**src/sv/mf3_pkg.sv**
```systemverilog
// Shared types and constants for the 3x3 median filter with threshold count.
// No dependencies; imported by mf3_median and median_3x3_threshold_count.
`default_nettype none
package mf3_pkg;

	localparam int PIX_W      = 8;
	localparam int DIM_W      = 7;
	localparam int THR_W      = 9;
	localparam int CNT_W      = 12;
	localparam int CFG_IDX_W  = 2;
	localparam int CFG_DATA_W = 9;
	localparam int OUT_DATA_W = 24;

	localparam logic [CFG_IDX_W-1:0] REG_FRAME_WIDTH  = 2'd0;
	localparam logic [CFG_IDX_W-1:0] REG_FRAME_HEIGHT = 2'd1;
	localparam logic [CFG_IDX_W-1:0] REG_THRESHOLD    = 2'd2;

	localparam logic [DIM_W-1:0] RST_FRAME_WIDTH  = 7'd64;
	localparam logic [DIM_W-1:0] RST_FRAME_HEIGHT = 7'd64;
	localparam logic [THR_W-1:0] RST_THRESHOLD    = 9'd0;

	typedef logic [PIX_W-1:0] pix_t;
	typedef pix_t [8:0] win_t;

	// sideband that rides along the sorting pipeline
	typedef struct packed {
		logic valid;
		logic last;
	} mf3_tag_t;

endpackage
`default_nettype wire

```
**src/sv/mf3_ram.sv**
```systemverilog
// Generic single-port-write, single-port-read RAM with registered read data.
// Read data holds when no read is issued. No dependencies.
`default_nettype none
module mf3_ram #(
	parameter int WIDTH = 8,
	parameter int DEPTH = 64
) (
	input  wire logic                     clk,
	input  wire logic                     we,
	input  wire logic [$clog2(DEPTH)-1:0] waddr,
	input  wire logic [WIDTH-1:0]         wdata,
	input  wire logic                     re,
	input  wire logic [$clog2(DEPTH)-1:0] raddr,
	output logic      [WIDTH-1:0]         rdata
);

	logic [WIDTH-1:0] mem [DEPTH];

	always_ff @(posedge clk) begin
		if (we) begin
			mem[waddr] <= wdata;
		end
		if (re) begin
			rdata <= mem[raddr];
		end
	end

endmodule
`default_nettype wire

```
**src/sv/mf3_median.sv**
```systemverilog
// Pipelined 19-exchange median-of-nine network, two register stages.
// Depends on mf3_pkg.
`default_nettype none
module mf3_median (
	input  wire logic             clk,
	input  wire logic             arst_n,
	input  wire logic             en,
	input  wire mf3_pkg::mf3_tag_t tag_i,
	input  wire mf3_pkg::win_t    win_i,
	output mf3_pkg::mf3_tag_t     tag_o,
	output mf3_pkg::pix_t         med_o
);
	import mf3_pkg::*;

	function automatic pix_t mn(input pix_t a, input pix_t b);
		return (a < b) ? a : b;
	endfunction

	function automatic pix_t mx(input pix_t a, input pix_t b);
		return (a < b) ? b : a;
	endfunction

	win_t     a, b;
	win_t     a_s2, b_s3;
	mf3_tag_t tag_s2, tag_s3;
	pix_t     x4, x2, y4;

	// stage A: sort each group of three
	always_comb begin
		a = win_i;
		{a[1], a[2]} = {mn(a[1], a[2]), mx(a[1], a[2])};
		{a[4], a[5]} = {mn(a[4], a[5]), mx(a[4], a[5])};
		{a[7], a[8]} = {mn(a[7], a[8]), mx(a[7], a[8])};
		{a[0], a[1]} = {mn(a[0], a[1]), mx(a[0], a[1])};
		{a[3], a[4]} = {mn(a[3], a[4]), mx(a[3], a[4])};
		{a[6], a[7]} = {mn(a[6], a[7]), mx(a[6], a[7])};
		{a[1], a[2]} = {mn(a[1], a[2]), mx(a[1], a[2])};
		{a[4], a[5]} = {mn(a[4], a[5]), mx(a[4], a[5])};
		{a[7], a[8]} = {mn(a[7], a[8]), mx(a[7], a[8])};
	end

	// stage B: column maxima/minima and middle candidates
	always_comb begin
		b = a_s2;
		{b[0], b[3]} = {mn(b[0], b[3]), mx(b[0], b[3])};
		{b[5], b[8]} = {mn(b[5], b[8]), mx(b[5], b[8])};
		{b[4], b[7]} = {mn(b[4], b[7]), mx(b[4], b[7])};
		{b[3], b[6]} = {mn(b[3], b[6]), mx(b[3], b[6])};
		{b[1], b[4]} = {mn(b[1], b[4]), mx(b[1], b[4])};
		{b[2], b[5]} = {mn(b[2], b[5]), mx(b[2], b[5])};
		{b[4], b[7]} = {mn(b[4], b[7]), mx(b[4], b[7])};
	end

	always_ff @(posedge clk or negedge arst_n) begin
		if (!arst_n) begin
			tag_s2 <= '0;
			tag_s3 <= '0;
		end else if (en) begin
			tag_s2 <= tag_i;
			tag_s3 <= tag_s2;
		end
	end

	always_ff @(posedge clk) begin
		if (en) begin
			a_s2 <= a;
			b_s3 <= b;
		end
	end

	// final three exchanges on the remaining candidates
	assign x4    = mn(b_s3[4], b_s3[2]);
	assign x2    = mx(b_s3[4], b_s3[2]);
	assign y4    = mx(b_s3[6], x4);
	assign med_o = mn(y4, x2);
	assign tag_o = tag_s3;

endmodule
`default_nettype wire

```
**src/sv/median_3x3_threshold_count.sv**
```systemverilog
// 3x3 median filter with threshold flag and per-frame running count.
// Each result passes the line store read, two sorting stages and the output register.
// Accepts one pixel per cycle, set by the single read and write port of each line
// store RAM; a held result stalls all.
// Reset: positions, window and count clear; size 64x64, threshold 0.
// Line stores are not cleared; rows above the first windows are written first.
`default_nettype none
module median_3x3_threshold_count #(
	parameter int MAX_WIDTH  = 64,
	parameter int MAX_HEIGHT = 64
) (
	input  wire logic                            clk,
	input  wire logic                            arst_n,
	input  wire logic                            s_tvalid,
	output logic                                 s_tready,
	input  wire logic [7:0]                      s_tdata,  // [7:0] pixel
	output logic                                 m_tvalid,
	input  wire logic                            m_tready,
	// [7:0] median, [8] at_or_above, [20:9] count_so_far, [23:21] zero
	output logic [mf3_pkg::OUT_DATA_W-1:0]       m_tdata,
	output logic                                 m_tlast,  // last_window
	input  wire logic                            cfg_we,
	input  wire logic [mf3_pkg::CFG_IDX_W-1:0]   cfg_index,
	input  wire logic [mf3_pkg::CFG_DATA_W-1:0]  cfg_data
);
	import mf3_pkg::*;

	localparam int CW  = $clog2(MAX_WIDTH);
	localparam int RW  = $clog2(MAX_HEIGHT);
	localparam int WW  = ($clog2(MAX_WIDTH + 1) > DIM_W) ? $clog2(MAX_WIDTH + 1) : DIM_W;
	localparam int HW  = ($clog2(MAX_HEIGHT + 1) > DIM_W) ? $clog2(MAX_HEIGHT + 1) : DIM_W;
	localparam int PAD = OUT_DATA_W - PIX_W - 1 - CNT_W;

	logic [DIM_W-1:0] width_q, height_q;
	logic [THR_W-1:0] thr_q;
	logic [WW-1:0]    w_eff;
	logic [HW-1:0]    h_eff;
	logic             restart;

	logic [CW-1:0] col_q;
	logic [RW-1:0] row_q;
	logic          col_end, row_end, acc, adv;

	logic          v_s1, emit_s1, last_s1, fwd_s1;
	pix_t          pix_s1, fwd_top_s1, fwd_mid_s1, top_s1, mid_s1;
	logic [CW-1:0] col_s1;
	pix_t          up_rdata, lo_rdata;
	logic          wr_s1;

	pix_t [5:0] wc_q;
	win_t       win_s1;
	mf3_tag_t   tag_in, tag_s3;
	pix_t       med_s3;

	logic [CNT_W-1:0] cnt_q, cnt_next;
	logic             at_s3;
	logic             m_tvalid_q, m_tlast_q, at_q;
	pix_t             med_q;
	logic [CNT_W-1:0] cnt_out_q;

	// ---------------- configuration ----------------
	assign restart = cfg_we && (cfg_index == REG_FRAME_WIDTH || cfg_index == REG_FRAME_HEIGHT);

	always_ff @(posedge clk or negedge arst_n) begin
		if (!arst_n) begin
			width_q  <= RST_FRAME_WIDTH;
			height_q <= RST_FRAME_HEIGHT;
			thr_q    <= RST_THRESHOLD;
		end else if (cfg_we) begin
			case (cfg_index)
				REG_FRAME_WIDTH:  width_q  <= cfg_data[DIM_W-1:0];
				REG_FRAME_HEIGHT: height_q <= cfg_data[DIM_W-1:0];
				REG_THRESHOLD:    thr_q    <= cfg_data[THR_W-1:0];
				default: ;
			endcase
		end
	end

	always_comb begin
		if (width_q == '0) begin
			w_eff = WW'(1);
		end else if (WW'(width_q) > WW'(MAX_WIDTH)) begin
			w_eff = WW'(MAX_WIDTH);
		end else begin
			w_eff = WW'(width_q);
		end
		if (height_q == '0) begin
			h_eff = HW'(1);
		end else if (HW'(height_q) > HW'(MAX_HEIGHT)) begin
			h_eff = HW'(MAX_HEIGHT);
		end else begin
			h_eff = HW'(height_q);
		end
	end

	// ---------------- input and raster position ----------------
	assign adv      = !m_tvalid_q || m_tready;
	assign s_tready = adv;
	assign acc      = s_tvalid && adv;
	assign col_end  = (WW'(col_q) + WW'(1)) >= w_eff;
	assign row_end  = (HW'(row_q) + HW'(1)) >= h_eff;

	always_ff @(posedge clk or negedge arst_n) begin
		if (!arst_n) begin
			col_q <= '0;
			row_q <= '0;
		end else if (restart) begin
			col_q <= '0;
			row_q <= '0;
		end else if (acc) begin
			if (col_end) begin
				col_q <= '0;
				row_q <= row_end ? '0 : row_q + RW'(1);
			end else begin
				col_q <= col_q + CW'(1);
			end
		end
	end

	// ---------------- line stores: read on accept, write back in s1 ----------------
	assign wr_s1 = adv && v_s1;

	mf3_ram #(.WIDTH(PIX_W), .DEPTH(MAX_WIDTH)) u_upper (
		.clk   (clk),
		.we    (wr_s1),
		.waddr (col_s1),
		.wdata (mid_s1),
		.re    (acc),
		.raddr (col_q),
		.rdata (up_rdata)
	);

	mf3_ram #(.WIDTH(PIX_W), .DEPTH(MAX_WIDTH)) u_lower (
		.clk   (clk),
		.we    (wr_s1),
		.waddr (col_s1),
		.wdata (pix_s1),
		.re    (acc),
		.raddr (col_q),
		.rdata (lo_rdata)
	);

	// a read that meets a write to the same column takes the written values
	assign top_s1 = fwd_s1 ? fwd_top_s1 : up_rdata;
	assign mid_s1 = fwd_s1 ? fwd_mid_s1 : lo_rdata;

	always_ff @(posedge clk or negedge arst_n) begin
		if (!arst_n) begin
			v_s1   <= 1'b0;
			fwd_s1 <= 1'b0;
		end else if (adv) begin
			v_s1 <= acc;
			if (acc) begin
				fwd_s1 <= v_s1 && (col_s1 == col_q);
			end
		end
	end

	always_ff @(posedge clk) begin
		if (acc) begin
			pix_s1     <= s_tdata;
			col_s1     <= col_q;
			emit_s1    <= (col_q >= CW'(2)) && (row_q >= RW'(2));
			last_s1    <= col_end && row_end;
			fwd_top_s1 <= mid_s1;
			fwd_mid_s1 <= pix_s1;
		end
	end

	// ---------------- window columns ----------------
	always_ff @(posedge clk or negedge arst_n) begin
		if (!arst_n) begin
			wc_q <= '0;
		end else if (wr_s1) begin
			wc_q <= {pix_s1, mid_s1, top_s1, wc_q[5], wc_q[4], wc_q[3]};
		end
	end

	assign win_s1       = {pix_s1, mid_s1, top_s1, wc_q};
	assign tag_in.valid = v_s1 && emit_s1;
	assign tag_in.last  = last_s1;

	mf3_median u_median (
		.clk    (clk),
		.arst_n (arst_n),
		.en     (adv),
		.tag_i  (tag_in),
		.win_i  (win_s1),
		.tag_o  (tag_s3),
		.med_o  (med_s3)
	);

	// ---------------- threshold, count, output register ----------------
	assign at_s3    = {1'b0, med_s3} >= thr_q;
	assign cnt_next = cnt_q + CNT_W'(at_s3 && (cnt_q != '1));

	always_ff @(posedge clk or negedge arst_n) begin
		if (!arst_n) begin
			m_tvalid_q <= 1'b0;
			cnt_q      <= '0;
		end else if (restart) begin
			cnt_q <= '0;
		end else if (adv) begin
			m_tvalid_q <= tag_s3.valid;
			if (tag_s3.valid) begin
				cnt_q <= tag_s3.last ? '0 : cnt_next;
			end
		end
	end

	always_ff @(posedge clk) begin
		if (adv && tag_s3.valid) begin
			med_q     <= med_s3;
			at_q      <= at_s3;
			cnt_out_q <= cnt_next;
			m_tlast_q <= tag_s3.last;
		end
	end

	assign m_tvalid = m_tvalid_q;
	assign m_tlast  = m_tlast_q;
	assign m_tdata  = {{PAD{1'b0}}, cnt_out_q, at_q, med_q};

endmodule
`default_nettype wire

```
**config.mk**
```make
export PLATFORM = sky130hd
export DESIGN_NAME = median_3x3_threshold_count
export DESIGN_NICKNAME = d
export VERILOG_FILES = /design/src/sv/mf3_pkg.sv /design/src/sv/mf3_ram.sv /design/src/sv/mf3_median.sv /design/src/sv/median_3x3_threshold_count.sv
export SDC_FILE = /design/constraint.sdc
export NUM_CORES = 2
export LEC_CHECK = 0
export ABC_AREA = 1
export BUFFER_PORTS_ARGS = -buffer_cell sky130_fd_sc_hd__clkbuf_2
export CORE_UTILIZATION = 40
export DETAILED_ROUTE_END_ITERATION = 8
export GPL_TIMING_DRIVEN = 0
export PLACE_DENSITY = 0.64
export SLEW_MARGIN = 10
export SYNTH_ARGS = -nofsm -noshare
export SYNTH_HDL_FRONTEND = slang
export SYNTH_SLANG_ARGS = --single-unit
```
**constraint.sdc**
```tcl
create_clock -name clk -period 8.94 [get_ports clk]
set_input_delay 0.894 -clock clk [delete_from_list [all_inputs] [get_ports clk]]
set_output_delay 0.894 -clock clk [all_outputs]
set_load 0.02 [all_outputs]
```
==> flow_summary_export.csv <==
group,metric,value,unit
worst_setup_path,crit_top_cell,"nand2_1",
clocking,cts_max_level,4,
worst_setup_path,worstReg2RegStart,"u_median.b_s3[39]$_DFFE_PN_",
worst_setup_path,critPathMaxStageDelay,0.52,ns
final_layout,area_growth,15.63,%
global_routing,gr-usage-met1,32.67,%
synthesis,synth_commonest_cells,"edfxtp_1, o21ai_0, nand2_1",
clocking,cts_buffer_depth,3,
synthesis,yosysMostFrequentCell,"edfxtp_1",
global_routing,grt_antenna_before_repair,3,
pwr,ir_worst_vdd,0.0003527,V
pwr,p_leak,23.07,nW
floorplanning,placementRows,136,
final_layout,antenna_cells,0,
clocking,cts_sinks,1292,
worst_setup_path,reg2regPathDepth,41,
timing,slew_viol_final,0,
timing,finalSetupTns,0,ns
worst_setup_path,startpoint_type,"flip-flop",
hold_path,hold_depth,1,
floorplanning,die_height,375.4,um
hold_path,hp-class,"input pin to flip-flop",
hold_path,holdCritStartpoint,"s_tdata[1]",
synthesis,synth_area_leaders,"edfxtp_1, o21ai_0, nand2_1",
worst_setup_path,slowest_stage,"a211oi_2",
final_layout,finalInstanceArea,64480,um2
worst_setup_path,ff2ff_setup_slack,1.16,ns
worst_setup_path,cp_num_buf_inv,5,
synthesis,synth_fa_ha_area_share,3.590,%
floorplanning,fp.dieW,375.4,um
route,vias,40170,
global_routing,grt_usage,24.41,%
worst_setup_path,cp.required,9.45,ns
synthesis,ys_seq_area_share,68.66,%
timing,finalSetupViolations,0,
timing,finalWorstSetupSlack,1.163,ns
worst_setup_path,worstPathArrival,8.29,ns
placement,placed_cell_area,60250,um2
timing,post-route-min-period,7.777,ns
timing,worstMarginPinSlew,1.178,ns
synthesis,synthMuxAreaShare,0.02019,%
job,cap_viol_max_count,0,
timing,relSlewSlack,21.46,%
global_routing,use_met3,4.721,%
timing,clock_skew,0.03073,ns
global_routing,grt_pass1_vias,37450,
floorplanning,die_area,140900,um2
placement,dp_worst_setup_slack,0.8606,ns
timing,fmax,128.6,MHz
synthesis,synthFlopType,"edfxtp_1",
route,wl_per_cell,25.05,um
placement,port_buffers,47,
route,ant_nets,0,
clocking,tritoncts,"built",
worst_setup_path,r2r_end,"cnt_out_q[9]$_DFFE_PP_",
synthesis,synth_top_family_by_area,"compound AO/OA/AOI/OAI gates",
worst_setup_path,crit_path_end_kind,"flip-flop",
worst_setup_path,cp_top_family,"simple AND/OR/NAND/NOR gates",
placement,gp_congestion,0.9715,
clocking,clockRootBuffer,"clkbuf_16",
worst_setup_path,crit_type,"flip-flop to flip-flop",
timing,hold_viol,0,
worst_setup_path,setup.worst_path.start,"u_median.b_s3[39]$_DFFE_PN_",
synthesis,synth_compound_area_share,12.71,%
route,drt-initial-drc-count,4894,
global_routing,gr-total-overflow,0,
hold_path,min_to,"pix_s1[1]$_DFFE_PP_",
global_routing,grt_pass1_wl,251500,um
synthesis,yosys.area.top_type_share,64.08,%
pwr,power_density,424.3,nW/um2
global_routing,busiest_layer,"met2",
global_routing,use_met2,38.40,%
synthesis,synth-async-reset-ratio,7.895,%
route,vias_per_cell,5.750,
clocking,numCtsBuffers,131,
synthesis,synth_cells,4806,
route,wl,175000,um
synthesis,ys_warn_count,0,
synthesis,synth_area_leader_cell,"edfxtp_1",
timing,rsz0062_at_grt,"no",
floorplanning,start_util,40.46,%
synthesis,syn_area_per_cell,11.60,um2
synthesis,ys_seq_elements,1292,
worst_setup_path,crit_path_max_fanout,10,
floorplanning,coreArea,137800,um2
floorplanning,ios,51,
clocking,path_clk_slew,0.06,ns
final_layout,utilization,46.78,%
final_layout,drive_above_1_share,8.821,%
final_layout,nets,5274,
synthesis,synthSimpleGateAreaFrac,10.97,%
synthesis,yosys.area_share.xor_xnor,0.2670,%
synthesis,syn_area,55770,um2
synthesis,synth_edf_count,1190,
timing,timing.final.crit_share,86.99,%
placement,detailed_place_hpwl,124000,um
route,drc,0,
clocking,insertion_delay,0.79,ns
synthesis,ys_types,46,
route,drt_first_pass_iters,6,
run_status,status,"complete, no violations",
global_routing,grt_max_degree,96,
-- worst register-to-register path: cells and delay by family, from the launching register on --
| family | cells | cell delay (ns) |
|---|---|---|
| AOI/OAI and AO/OA | 8 | 1.82 |
| and+or+nand+nor | 22 | 2.53 |
| adders and majority gates | 5 | 1.48 |
| DFF | 1 | 0.42 |
| buffers and inverters | 5 | 1.01 |
| xor gates and xnor gates | 1 | 0.23 |
-- how the worst max path moves through the flow --
stage	to	cells after the start	slack, ns
floorplan	cnt_out_q[9]$_DFFE_PP_	44	2.30
global placement	u_median.a_s2[59]$_DFFE_PN_	29	0.73
detailed placement	cnt_out_q[9]$_DFFE_PP_	41	0.86
CTS	cnt_out_q[9]$_DFFE_PP_	41	0.82
global route	cnt_out_q[9]$_DFFE_PP_	42	0.39
finish	cnt_out_q[9]$_DFFE_PP_	41	1.16
-- flip-flops by register name (all words and copies together) (netlist names), 6 cells and up --
| name | cells |
|---|---|
| u_lower.mem | 512 |
| u_upper.mem | 512 |
| u_median.a_s2 | 72 |
| wc_q | 48 |
| u_median.b_s3 | 24 |
| cnt_out_q | 12 |
| cnt_q | 12 |
| thr_q | 9 |
| fwd_mid_s1 | 8 |
| fwd_top_s1 | 8 |
| med_q | 8 |
| pix_s1 | 8 |
| u_lower.rdata | 8 |
| u_upper.rdata | 8 |
| height_q | 7 |
| width_q | 7 |
| col_q | 6 |
| col_s1 | 6 |
| row_q | 6 |
-- layout make-up --
cell class                 instances  area [um2]
inverter                         280        1069
buffer                           268        1059
timing repair buffer             149        2046
clock buffer                     168        3468
tap                             1794        2245
multi-input combinational       2968       15560
clock inverter                    67       752.0
sequential                      1292       38290
fill                           12370       73350
-- power by group --
| part | switching, W | internal, W | total [W] |
|---|---|---|---|
| combinational | 0.00953 | 0.00383 | 0.0134 |
| sequential | 0.000376 | 0.00816 | 0.00854 |
| clock | 0.00239 | 0.00307 | 0.00546 |
| total | 0.0123 | 0.0151 | 0.0274 |
-- routing by layer --
metal / share of wire, % / wire length [um]
met4: 4.8 / 8323
met2: 46 / 80250
met1: 40 / 69140
met5: 0.015 / 27
met3: 9.8 / 17230
-- per-stage QoR --
step	power, W	std cells	hold slack [ns]
after floorplan	0.01690	4808	0.4231
after global placement	0.02140	6649	0.4293
after detailed placement	0.02180	6750	0.4446
after CTS	0.02724	6986	0.2369
after global routing	0.02900	6986	0.2707
final	0.02736	6986	0.2953
-- logic make-up after synthesis --
family	count (synthesis)
AND/OR/NAND/NOR	1534
flip-flops	1292
AO/OA/AOI/OAI	1253
buffers and inverters	548
adder cells (fa/ha/maj)	160
XOR/XNOR	17
other	1
multiplexers	1
-- cell usage in the layout (no fill, tap or decap), drive strengths merged, types with 2 or more instances in the layout --
| cell | Yosys | routed |
|---|---|---|
| dfstp | 2 | 2 |
| nand3 | 127 | 127 |
| a21oi | 94 | 94 |
| ha | 160 | 160 |
| o21ai | 759 | 759 |
| edfxtp | 1190 | 1190 |
| o21a | 7 | 7 |
| a221oi | 45 | 45 |
| buf | 29 | 130 |
| conb | 1 | 3 |
| o221ai | 15 | 15 |
| or2 | 9 | 9 |
| xor2 | 16 | 16 |
| nor2 | 655 | 655 |
| o41ai | 2 | 2 |
| nand3b | 7 | 7 |
| inv | 279 | 288 |
| nor4 | 3 | 3 |
| dfrtp | 100 | 100 |
| o22ai | 270 | 270 |
| nor3 | 3 | 3 |
| bufinv | 0 | 10 |
| nand4 | 32 | 32 |
| clkinvlp | 0 | 2 |
| clkbuf | 239 | 454 |
| a22o | 34 | 34 |
| clkinv | 1 | 47 |
| o211ai | 6 | 6 |
| o2111ai | 2 | 2 |
| a211oi | 15 | 15 |
| nand2 | 697 | 697 |
-- what timing repair did --
item / CTS / global route
setup buffers: 0 / 0
hold buffers: 1 / 0
gates resized for setup: 0 / 1
setup endpoints to repair: 0 / 3
endpoints found under the hold margin: 7 / 0
Note: power is estimated with default switching activity, not from simulation.
